[src/rtl/core/mte_pkg.sv]
`timescale 1ns / 1ps
// mte_pkg: shared constants, command codes and control types of the multiset table engine.
// No dependencies; used by mte_cell, mte_head and multiset_table_engine_core.
package mte_pkg;

    localparam int CAPACITY = 64;
    localparam int IDX_W    = $clog2(CAPACITY);
    localparam int CNT_W    = $clog2(CAPACITY + 1);
    localparam int WORD_W   = 32;
    localparam int POS_W    = 6;
    localparam int COUNT_W  = 7;

    localparam logic [1:0] CMD_INSERT       = 2'd0;
    localparam logic [1:0] CMD_REMOVE_LAST  = 2'd1;
    localparam logic [1:0] CMD_REMOVE_FIRST = 2'd2;
    localparam logic [1:0] CMD_QUERY        = 2'd3;

    typedef logic signed [WORD_W-1:0] t_word;

    localparam t_word WORD_MAX = {1'b0, {(WORD_W-1){1'b1}}};
    localparam t_word WORD_MIN = {1'b1, {(WORD_W-1){1'b0}}};

    // broadcast to every cell
    typedef struct packed {
        logic             rotate;
        logic             compact;
        logic             load;
        logic [IDX_W-1:0] del_idx;
        logic [IDX_W-1:0] ins_idx;
        t_word            value;
    } t_cell_ctl;

    // head scan unit control
    typedef struct packed {
        logic             start;
        logic             step_ok;
        logic             first_only;
        logic [IDX_W-1:0] step;
        t_word            key;
    } t_scan_ctl;

    // head scan unit results
    typedef struct packed {
        logic [1:0]       hits;
        logic [IDX_W-1:0] hit_idx;
        t_word            mn;
        t_word            mx;
    } t_scan_res;

endpackage

[src/rtl/core/mte_cell.sv]
`timescale 1ns / 1ps
// mte_cell: one table slot of the ring; rotates, closes a gap or loads a new value.
// Depends on mte_pkg.
module mte_cell (
    input  logic                     i_clk,
    input  mte_pkg::t_cell_ctl       i_ctl,
    input  logic [mte_pkg::IDX_W-1:0] i_index,
    input  mte_pkg::t_word           i_ring,
    input  mte_pkg::t_word           i_up,
    output mte_pkg::t_word           o_value
);

    mte_pkg::t_word r_value;

    always_ff @(posedge i_clk) begin
        if (i_ctl.rotate) begin
            r_value <= i_ring;
        end else if (i_ctl.compact && (i_index >= i_ctl.del_idx)) begin
            r_value <= i_up;
        end else if (i_ctl.load && (i_index == i_ctl.ins_idx)) begin
            r_value <= i_ctl.value;
        end
    end

    assign o_value = r_value;

endmodule

[src/rtl/core/mte_head.sv]
`timescale 1ns / 1ps
// mte_head: scan unit at the ring head; matches the key, tracks match index, min and max.
// Depends on mte_pkg.
module mte_head (
    input  logic               i_clk,
    input  logic               i_rst_n,
    input  mte_pkg::t_scan_ctl i_ctl,
    input  mte_pkg::t_word     i_entry,
    output mte_pkg::t_scan_res o_res
);

    logic [1:0]                r_hits;
    logic [mte_pkg::IDX_W-1:0] r_hit_idx;
    mte_pkg::t_word            r_mn;
    mte_pkg::t_word            r_mx;
    logic                      w_eq;

    assign w_eq = (i_entry == i_ctl.key);

    always_ff @(posedge i_clk) begin
        if (!i_rst_n) begin
            r_hits <= 2'd0;
        end else if (i_ctl.start) begin
            r_hits <= 2'd0;
        end else if (i_ctl.step_ok && w_eq && (r_hits != 2'd2)) begin
            r_hits <= r_hits + 2'd1;
        end
    end

    // matching entries stay out of min/max; the core adds the key back
    always_ff @(posedge i_clk) begin
        if (i_ctl.start) begin
            r_hit_idx <= '0;
            r_mn      <= mte_pkg::WORD_MAX;
            r_mx      <= mte_pkg::WORD_MIN;
        end else if (i_ctl.step_ok) begin
            if (w_eq) begin
                if (!i_ctl.first_only || (r_hits == 2'd0)) begin
                    r_hit_idx <= i_ctl.step;
                end
            end else begin
                if (i_entry < r_mn) begin
                    r_mn <= i_entry;
                end
                if (i_entry > r_mx) begin
                    r_mx <= i_entry;
                end
            end
        end
    end

    assign o_res.hits    = r_hits;
    assign o_res.hit_idx = r_hit_idx;
    assign o_res.mn      = r_mn;
    assign o_res.mx      = r_mx;

endmodule

[src/rtl/core/multiset_table_engine_core.sv]
`timescale 1ns / 1ps
// multiset_table_engine_core: top level; ring of table cells, head scan unit, command control.
// Depends on mte_pkg, mte_cell and mte_head.
//
//  channel | handshake           | payload
//  --------+---------------------+-------------------------------------------------
//  command | i_valid / o_stall   | i_cmd, i_value
//  result  | o_valid / i_stall   | o_found, o_position, o_overflow, o_entry_count,
//          |                     | o_min_value, o_max_value
//
// Each command is accepted, makes one full turn of the cell ring past the head scan unit,
// then finalizes, closing the gap or appending.
// Reset empties the table at once; cell contents need no clearing.
// A stalled result is held in the output register; the next command is taken meanwhile
// and waits in finalize only if the previous result is still not taken.
module multiset_table_engine_core (
    input  logic                        i_clk,
    input  logic                        i_rst_n,
    input  logic                        i_valid,
    output logic                        o_stall,
    input  logic [1:0]                  i_cmd,
    input  logic signed [31:0]          i_value,
    output logic                        o_valid,
    input  logic                        i_stall,
    output logic                        o_found,
    output logic [mte_pkg::POS_W-1:0]   o_position,
    output logic                        o_overflow,
    output logic [mte_pkg::COUNT_W-1:0] o_entry_count,
    output logic signed [31:0]          o_min_value,
    output logic signed [31:0]          o_max_value
);

    localparam logic [1:0] ST_IDLE = 2'd0;
    localparam logic [1:0] ST_SCAN = 2'd1;
    localparam logic [1:0] ST_FIN  = 2'd2;

    logic [1:0]                r_state;
    logic [1:0]                n_state;
    logic [mte_pkg::IDX_W-1:0] r_step;
    logic [mte_pkg::CNT_W-1:0] r_occ;
    logic [mte_pkg::CNT_W-1:0] n_occ;
    logic [1:0]                r_cmd;
    mte_pkg::t_word            r_key;

    logic                        r_o_valid;
    logic                        r_o_found;
    logic [mte_pkg::POS_W-1:0]   r_o_position;
    logic                        r_o_overflow;
    logic [mte_pkg::COUNT_W-1:0] r_o_count;
    mte_pkg::t_word              r_o_min;
    mte_pkg::t_word              r_o_max;

    mte_pkg::t_cell_ctl w_cell_ctl;
    mte_pkg::t_scan_ctl w_scan_ctl;
    mte_pkg::t_scan_res w_res;
    mte_pkg::t_word     w_cell [mte_pkg::CAPACITY];

    logic w_accept;
    logic w_out_take;
    logic w_fin_go;
    logic w_scan_last;
    logic w_is_ins;
    logic w_is_rem;
    logic w_full;
    logic w_hit;
    logic w_ins_ok;
    logic w_rem_ok;
    logic w_incl_key;
    logic w_found;
    logic [mte_pkg::POS_W-1:0] w_pos;
    mte_pkg::t_word w_fin_mn;
    mte_pkg::t_word w_fin_mx;

    assign o_stall     = (r_state != ST_IDLE);
    assign w_accept    = i_valid && !o_stall;
    assign w_out_take  = r_o_valid && !i_stall;
    assign w_fin_go    = (r_state == ST_FIN) && (!r_o_valid || !i_stall);
    assign w_scan_last = (r_step == mte_pkg::IDX_W'(mte_pkg::CAPACITY - 1));

    // finalize decode
    assign w_is_ins   = (r_cmd == mte_pkg::CMD_INSERT);
    assign w_is_rem   = (r_cmd == mte_pkg::CMD_REMOVE_LAST) ||
                        (r_cmd == mte_pkg::CMD_REMOVE_FIRST);
    assign w_full     = (r_occ == mte_pkg::CNT_W'(mte_pkg::CAPACITY));
    assign w_hit      = (w_res.hits != 2'd0);
    assign w_ins_ok   = w_is_ins && !w_full;
    assign w_rem_ok   = w_is_rem && w_hit;
    // key still present in the table after the command
    assign w_incl_key = w_is_ins ? (w_ins_ok || w_hit) :
                        w_is_rem ? (w_res.hits == 2'd2) : w_hit;
    assign w_found    = w_ins_ok || (!w_is_ins && w_hit);
    assign w_pos      = w_ins_ok ? mte_pkg::POS_W'(r_occ[mte_pkg::IDX_W-1:0]) :
                        w_rem_ok ? mte_pkg::POS_W'(w_res.hit_idx) : '0;
    assign w_fin_mn   = (w_incl_key && (r_key < w_res.mn)) ? r_key : w_res.mn;
    assign w_fin_mx   = (w_incl_key && (r_key > w_res.mx)) ? r_key : w_res.mx;

    always_comb begin
        n_occ = r_occ;
        if (w_ins_ok) begin
            n_occ = r_occ + mte_pkg::CNT_W'(1);
        end else if (w_rem_ok) begin
            n_occ = r_occ - mte_pkg::CNT_W'(1);
        end
    end

    always_comb begin
        n_state = r_state;
        unique case (r_state)
            ST_IDLE: begin
                if (w_accept) begin
                    n_state = ST_SCAN;
                end
            end
            ST_SCAN: begin
                if (w_scan_last) begin
                    n_state = ST_FIN;
                end
            end
            ST_FIN: begin
                if (w_fin_go) begin
                    n_state = ST_IDLE;
                end
            end
            default: n_state = ST_IDLE;
        endcase
    end

    always_ff @(posedge i_clk) begin
        if (!i_rst_n) begin
            r_state   <= ST_IDLE;
            r_step    <= '0;
            r_occ     <= '0;
            r_o_valid <= 1'b0;
        end else begin
            r_state <= n_state;
            if (r_state == ST_SCAN) begin
                r_step <= r_step + mte_pkg::IDX_W'(1);
            end else begin
                r_step <= '0;
            end
            if (w_fin_go) begin
                r_occ     <= n_occ;
                r_o_valid <= 1'b1;
            end else if (w_out_take) begin
                r_o_valid <= 1'b0;
            end
        end
    end

    always_ff @(posedge i_clk) begin
        if (w_accept) begin
            r_cmd <= i_cmd;
            r_key <= i_value;
        end
        if (w_fin_go) begin
            r_o_found    <= w_found;
            r_o_position <= w_pos;
            r_o_overflow <= w_is_ins && w_full;
            r_o_count    <= mte_pkg::COUNT_W'(n_occ);
            r_o_min      <= w_fin_mn;
            r_o_max      <= w_fin_mx;
        end
    end

    assign w_cell_ctl.rotate  = (r_state == ST_SCAN);
    assign w_cell_ctl.compact = w_fin_go && w_rem_ok;
    assign w_cell_ctl.load    = w_fin_go && w_ins_ok;
    assign w_cell_ctl.del_idx = w_res.hit_idx;
    assign w_cell_ctl.ins_idx = r_occ[mte_pkg::IDX_W-1:0];
    assign w_cell_ctl.value   = r_key;

    assign w_scan_ctl.start      = w_accept;
    assign w_scan_ctl.step_ok    = (r_state == ST_SCAN) &&
                                   (mte_pkg::CNT_W'(r_step) < r_occ);
    assign w_scan_ctl.first_only = (r_cmd == mte_pkg::CMD_REMOVE_FIRST);
    assign w_scan_ctl.step       = r_step;
    assign w_scan_ctl.key        = r_key;

    genvar k;
    generate
        for (k = 0; k < mte_pkg::CAPACITY; k++) begin : g_cell
            if (k == mte_pkg::CAPACITY - 1) begin : g_tail
                mte_cell u_cell (
                    .i_clk   (i_clk),
                    .i_ctl   (w_cell_ctl),
                    .i_index (mte_pkg::IDX_W'(k)),
                    .i_ring  (w_cell[0]),
                    .i_up    (w_cell[k]),
                    .o_value (w_cell[k])
                );
            end else begin : g_body
                mte_cell u_cell (
                    .i_clk   (i_clk),
                    .i_ctl   (w_cell_ctl),
                    .i_index (mte_pkg::IDX_W'(k)),
                    .i_ring  (w_cell[k+1]),
                    .i_up    (w_cell[k+1]),
                    .o_value (w_cell[k])
                );
            end
        end
    endgenerate

    mte_head u_head (
        .i_clk   (i_clk),
        .i_rst_n (i_rst_n),
        .i_ctl   (w_scan_ctl),
        .i_entry (w_cell[0]),
        .o_res   (w_res)
    );

    assign o_valid       = r_o_valid;
    assign o_found       = r_o_found;
    assign o_position    = r_o_position;
    assign o_overflow    = r_o_overflow;
    assign o_entry_count = r_o_count;
    assign o_min_value   = r_o_min;
    assign o_max_value   = r_o_max;

    a_occ_bound: assert property (@(posedge i_clk) disable iff (!i_rst_n)
        r_occ <= mte_pkg::CNT_W'(mte_pkg::CAPACITY))
        else $error("occupancy above capacity");

    a_accept_scan: assert property (@(posedge i_clk) disable iff (!i_rst_n)
        w_accept |=> (r_state == ST_SCAN) && (r_step == '0))
        else $error("accepted beat did not start a scan");

    a_result_from_fin: assert property (@(posedge i_clk) disable iff (!i_rst_n)
        $rose(r_o_valid) |-> ($past(r_state) == ST_FIN))
        else $error("result raised outside finalize");

    a_ovf_excl: assert property (@(posedge i_clk) disable iff (!i_rst_n)
        r_o_valid |-> !(r_o_overflow && r_o_found))
        else $error("overflow and found together");

    a_empty_bounds: assert property (@(posedge i_clk) disable iff (!i_rst_n)
        (r_o_valid && (r_o_count == '0)) |->
            (r_o_min == mte_pkg::WORD_MAX) && (r_o_max == mte_pkg::WORD_MIN))
        else $error("empty table reports bounds");

endmodule
[config.mk]
export PLATFORM = sky130hd
export DESIGN_NAME = multiset_table_engine_core
export DESIGN_NICKNAME = d
export VERILOG_FILES = /design/src/rtl/core/mte_pkg.sv /design/src/rtl/core/mte_cell.sv /design/src/rtl/core/mte_head.sv /design/src/rtl/core/multiset_table_engine_core.sv
export SDC_FILE = /design/constraint.sdc
export NUM_CORES = 2
export LEC_CHECK = 0
export ABC_AREA = 1
export ABC_CLOCK_PERIOD_IN_PS = 5500
export BUFFER_PORTS_ARGS = -buffer_cell sky130_fd_sc_hd__buf_2
export CAP_MARGIN = 0
export CORE_MARGIN = 1.5
export CORE_UTILIZATION = 50
export CTS_BUF_LIST = sky130_fd_sc_hd__clkbuf_4
export CTS_CLUSTER_DIAMETER = 100
export DETAILED_ROUTE_END_ITERATION = 8
export GPL_ROUTABILITY_DRIVEN = 1
export GPL_TIMING_DRIVEN = 0
export HOLD_SLACK_MARGIN = 0.02
export PLACE_DENSITY = 0.75
export RECOVER_POWER = 50
export SYNTH_ARGS = -nofsm -noshare
export SYNTH_HDL_FRONTEND = slang
export SYNTH_SLANG_ARGS = --single-unit
[constraint.sdc]
create_clock -name i_clk -period 5.5 [get_ports i_clk]
set_input_delay 0.275 -clock i_clk [delete_from_list [all_inputs] [get_ports i_clk]]
set_output_delay 0.275 -clock i_clk [all_outputs]
set_load 0.02 [all_outputs]
* Yosys cells after proc, flatten, opt, wreduce, memory -nomap -nowiden
Index checks and enable logic that the tools add are counted.
Word-level totals: register bits 2249, input bits 38, output and inout bits 81, word-level logic and storage cells 668
Operators by class: add/sub/neg operators 4, order comparisons 69, eq/ne operators 76, multiplexer cells 206, bitwise gates (word level) 2, reduce and logical (&&, ||, !) cells 231
Operators by type and width (number):
- 2-to-1 mux 32 bit | 194
- equality test 6 bit, first input constant | 32
- greater-or-equal comparator 6 bit, first input constant | 32
- nonzero test 3 bit | 63
- logical AND 1 bit | 142
- equality test 5 x 6 -> 1 bit, first input constant | 16
- greater-or-equal comparator 5 x 6 -> 1 bit, first input constant | 16
- greater-than comparator 32 bit | 2
- < comparator 32 bit | 2
- equality test 4 x 6 -> 1 bit, first input constant | 8
- greater-or-equal comparator 4 x 6 -> 1 bit, first input constant | 8
- equality test 32 bit | 1
- equality test 3 x 6 -> 1 bit, first input constant | 4
- greater-or-equal comparator 3 x 6 -> 1 bit, first input constant | 4
- 2-to-1 mux 7 bit | 2
- equality test 2 x 6 -> 1 bit, first input constant | 2
- greater-or-equal comparator 1 x 6 -> 1 bit, first input constant | 2
- greater-or-equal comparator 2 x 6 -> 1 bit, first input constant | 2
- 2-to-1 mux 6 bit | 2
- AND reduction 3 bit | 4
- inequality test 2 bit, second input constant | 5
- nonzero test 2 bit | 4
- adder 7 x 1 -> 7 bit, second input constant | 1
- equality test 7 bit, second input constant | 1
- other kinds (18) | 39

* Depth between registers and ports, before layout
depth after elaboration 8, gate-level depth with buffers 19, gate-level depth less buffers 17

* Modules after synthesis
From an unflattened synthesis, not the netlist that was laid out.
Second synthesis, totals: cell total of the unflattened synthesis 22120, area total of the unflattened synthesis 156866.7 um^2
By module, submodules not included:
- mte_cell at g_cell[0].g_body.u_cell ... | times used 63, cells each 322, area each 2258.4 um^2
- multiset_table_engine_core | times used 1, cells each 775, area each 7307.0 um^2
- mte_head | times used 1, cells each 736, area each 5018.6 um^2
- mte_cell at g_cell[36].g_body.u_cell | times used 1, cells each 323, area each 2260.9 um^2

* Worst setup path after synthesis
OpenSTA, ideal clock, no wires.
path type register to register, start register r_occ[0] (netlist bit), end register g_cell[16].g_body.u_cell.r_value[0] (enable), library setup time 0.466 ns, arrival time 4.122 ns, required time 5.034 ns, path slack 0.912 ns, cell stages (with the launch flop) 11, period minus slack after synthesis 4.588 ns, cell sequence dfxtp_1 -> clkinv_1 -> ha_1 -> inv_1 -> nor2_1 -> nand3_1 -> nand2_1 -> nor2_1 -> nand3_1 -> clkbuf_1 -> o21ai_0
Between the ends: longest elaborated chain between the ends 6
RTL lines:
- start, declared | RTL line multiset_table_engine_core.sv:40 | logic [mte_pkg::CNT_W-1:0] r_occ;
- start signal, assigned | RTL line multiset_table_engine_core.sv:142 | r_occ <= n_occ;
- equality test 7 bit | RTL line multiset_table_engine_core.sv:84 | assign w_full = (r_occ == mte_pkg::CNT_W'(mte_pkg::CAPACITY));
- logical NOT 1 bit | RTL line multiset_table_engine_core.sv:86 | assign w_ins_ok = w_is_ins && !w_full;
- logical AND 1 bit | RTL line multiset_table_engine_core.sv:86
- logical AND 1 bit | RTL line multiset_table_engine_core.sv:167 | assign w_cell_ctl.load = w_fin_go && w_ins_ok;
- logical AND 1 bit * | RTL line mte_cell.sv:20 | end else if (i_ctl.load && (i_index == i_ctl.ins_idx)) begin
- nonzero test 3 bit (no line) *
- end signal, assigned | RTL line mte_cell.sv:17 | r_value <= i_ring;
- end signal, assigned | RTL line mte_cell.sv:19 | r_value <= i_up;
- end signal, assigned | RTL line mte_cell.sv:21 | r_value <= i_ctl.value;
- end, declared | RTL line mte_cell.sv:13 | mte_pkg::t_word r_value;
Every way passes the cells marked *; elsewhere a longest branch is shown, timed or not. A chain may end at the register's enable or synchronous reset.

* Worst setup path after layout
start register r_key[10], end register u_head.r_hit_idx[3] (netlist bit)
Between the ends: longest elaborated chain between the ends 2
RTL lines:
- start, declared | RTL line multiset_table_engine_core.sv:43 | mte_pkg::t_word r_key;
- start signal, assigned | RTL line multiset_table_engine_core.sv:153 | r_key <= i_value;
- equality test 32 bit | RTL line mte_head.sv:18 | assign w_eq = (i_entry == i_ctl.key);
- AND reduction 3 bit (no line)
- end signal, assigned | RTL line mte_head.sv:39 | r_hit_idx <= i_ctl.step;
- end, declared | RTL line mte_head.sv:13 | logic [mte_pkg::IDX_W-1:0] r_hit_idx;
Every way passes these cells.

==> run summary <==
Routed vias: 76800
CP Class: flop to flop
Initial Util: 50.5%
Synthesized area: 96400 um^2
Pwr/cell area: 364 nW/um^2
CP Max Fanout: 10
Wl on met1: 123000 um
Worst vdd ir: 0.267 mV
Final setup fails: 13
Synth warn: 0
Placed Instance Area: 101000 um^2
Clock root buffer: clkbuf_4
IO Pins: 119
Main synth FF type: edfxtp_1
Synth Register Bits: 2249
Worst Skew: 0.151 ns
Initial DRC count: 12500
GR Util All Layers: 35.1%
Worst-Margin Slew: 2.65 ns
Largest net degree at the start of global routing: 65
Via density per instance: 6.16
Worst Path Required: 6.75 ns
GP Congestion: 1.06
Register area share after synthesis: 69.2%
Drt pass-1 iters: 9
Vias in the first global route: 72200
Final Cycle Share: 103%
Post-Syn Nets: 8860
Row cnt: 160
DR WL met3: 51400 um
Max-slew headroom: -76.6%
CTS H-Tree Depth: 6
Die Ht: 442 um
Avg Cell Area, Syn: 11.1 um^2
Max_cap viols: 21
Clock Latency Late Sink: 1.47 ns
Status: complete, but fails checks
Violated checks: max-capacitance violations, max-slew violations, negative setup slack
Period minus WS final: 5.69 ns
Synth async-reset ratio: 0%
Leak Pwr: 38.9 nW
WL final: 351000 um
Metal2 WL: 152000 um
Placed Instances: 11300
Min-Delay Path Class: primary input to flop
Max Clk Rate: 176 MHz
Non-Filler Instances: 12500
Die width: 442 um
Count of input and output buffers: 118
Clock-pin transition on the worst setup and hold timing paths: 0.07 ns
Filler instances: 15900
Post-synthesis cell type count: 51
Synthesized instance count: 8681
Wire length per cell: 28.1 um
First-pass GRT wire length: 496000 um
Hold Vio Cnt, Final: 0
DRT antenna net count: 0
Post-DP HPWL: 247000 um
Critical Path End Type: flop
Share of cells above drive strength 1: 11.7%
Crit path DAT: 6.94 ns
Bufs on Longest Clock Path: 4
Antenna violations before repair: 38
Kind of start point of the critical path: flop
Number of synthesized flops with an enable pin: 2161
Area grow syn2layout: 13.0%
Core area: 191000 um^2
CTS tree: built
Total CTS buffers: 590
Uppermost routed layer: met5
Place WS: -0.140 ns
Final WS setup: -0.189 ns
Slew Limit Fails: 306
Residual DRC count: 0
Grt ovf: 0
Post-route cell area: 109000 um^2
Number of clock sinks: 2249
Fin nets: 9713
RSZ-0062 raised after global routing: false
Die ar.: 195000 um^2
-- registers in the layout, summed over array words and instances (netlist names) --
name,cells
u_head.r_hits,2
o_max_value,32
r_key,32
r_cmd,2
u_head.r_hit_idx,6
o_overflow,1
u_head.r_mn,32
o_found,1
r_state,2
o_position,6
r_step,6
u_head.r_mx,32
o_entry_count,7
o_valid,1
o_min_value,32
g_cell.g_body.u_cell.o_value,2016
r_occ,7
g_cell.g_tail.u_cell.o_value,32
-- placed cells by master, fill, tap and decap left out, types with 5 or more instances in the layout --
cell	Yosys	routed
a21oi_1	154	156
buf_4	18	23
buf_2	142	71
dlygate4sd3_1	0	78
clkbuf_2	0	20
nand2_2	1	18
dfxtp_1	88	88
clkinv_2	0	13
mux2_2	55	50
xor2_1	9	9
o21ai_0	2064	2053
o21ai_2	0	8
clkbuf_4	0	827
buf_12	0	14
nor2_1	234	245
ha_1	141	141
nor3_1	14	16
diode_2	0	47
nand3_1	136	135
inv_1	288	305
edfxtp_1	2161	2161
buf_16	0	9
clkinv_1	10	108
clkbuf_1	473	677
mux2_1	0	5
o21ai_4	0	22
o21a_1	6	6
nand2_1	2427	2411
buf_8	0	15
inv_2	37	31
nand4_1	124	124
bufinv_16	0	7
-- cell type report --
class                           instances  area [um^2]  share of cell area [%]
Multi-Input combinational cell       5447        26000                    23.9
Clock inverter                        136          727                   0.668
Clock buffer                          827         6210                    5.70
Sequential cell                      2249        66700                    61.2
Tap cell                             2511         3140                    2.89
Inverter                              335         1270                    1.16
Timing Repair Buffer                  259         2190                    2.01
Buffer                                652         2540                    2.33
Antenna cell                           47          118                   0.108
-- what timing repair did --
item                                    4_1_cts  5_1_grt
endpoints found under the setup margin        3      245
pin swaps                                     0        7
gates resized for setup                       3        4
hold buffers                                 78        0
buffers inserted                              0       20
endpoints found under the hold margin       112        0
cloned                                        0        2
-- where the power goes --
| group | internal (mW) | switching, mW |
|---|---|---|
| clock | 7.21 | 7.21 |
| sequential | 20.5 | 0.497 |
| combinational | 0.958 | 3.22 |
| total | 28.7 | 10.9 |
-- cells in the mapped netlist (4+ instances only) --
cell type	count	share of area, %
nor2_4	4	0.047
a21oi_1	154	0.80
nand3_1	136	0.71
dfxtp_1	88	1.8
o21a_1	6	0.047
buf_2	142	0.74
xor2_1	9	0.082
inv_1	288	1.1
nor2_1	234	0.91
nor3_1	14	0.073
buf_6	4	0.047
buf_1	15	0.058
a31o_2	4	0.036
o21ai_0	2064	11
inv_2	37	0.14
edfxtp_1	2161	67
o21ai_1	20	0.10
mux2_2	55	0.64
buf_4	18	0.14
ha_1	141	1.8
clkinv_1	10	0.039
clkbuf_1	473	1.8
nand4_1	124	0.80
nand2_1	2427	9.5
nor2_2	9	0.058
-- worst paths after layout --
path	from	endpoint	slack [ns]	cells after the start
worst min-delay path	i_valid	u_head.r_mx[10]	0.10	5
worst max-delay path	r_key[10]	u_head.r_hit_idx[3]	-0.19	12
worst min register to register	g_cell[45].g_body.u_cell.o_value[17]	g_cell[44].g_body.u_cell.o_value[17]	0.43	2
worst max register to register	r_key[10]	u_head.r_hit_idx[3]	-0.19	12
-- metrics by stage --
| stage | setup TNS (ns) | hold slack, ns | utilization (%) | power (mW) |
|---|---|---|---|---|
| final | -1.40 | 0.101 | 57.1 | 39.6 |
| after global routing | 0 | 0.123 | 57.0 | 40.6 |
| after CTS | 0 | 0.0206 | 57.1 | 39.3 |
| after detailed placement | -0.350 | 0.453 | 53.1 | 25.2 |
| after global placement | -1672.19 | 0.455 | 52.5 | 25.1 |
| after floorplan | 0 | 0.374 | - | 23.3 |
-- worst max-delay path, cell delays in order, from the launching register on --
cell and delay, ns:
edfxtp_1 0.49, clkbuf_1 1.14, inv_1 0.78, nand2_1 0.20, nand4_1 0.11, nor2_1 0.11, and2_1 0.15, nand3_1 0.11
nor2_1 0.76, nand2_1 0.28, clkbuf_1 0.41, o21ai_0 0.88, a21oi_1 0.09
-- metal layers --
layer  up-vias  global-route usage (%)
met2      6192                    51.1
met1     37000                    44.1
met3      1065                    13.0
met4        26                    22.4
li1      32600                       -
met5         -                   0.269
-- cells by family after synthesis --
logic type               share of synthesized area, %
buffers and inverters                            4.13
XOR/XNOR                                        0.109
AND/OR/NAND/NOR                                  12.2
multiplexers                                    0.643
flip-flops                                       69.2
AO/OA/AOI/OAI                                    11.9
adder cells (fa/ha/maj)                          1.83
Power figures use the tool's default switching activity.
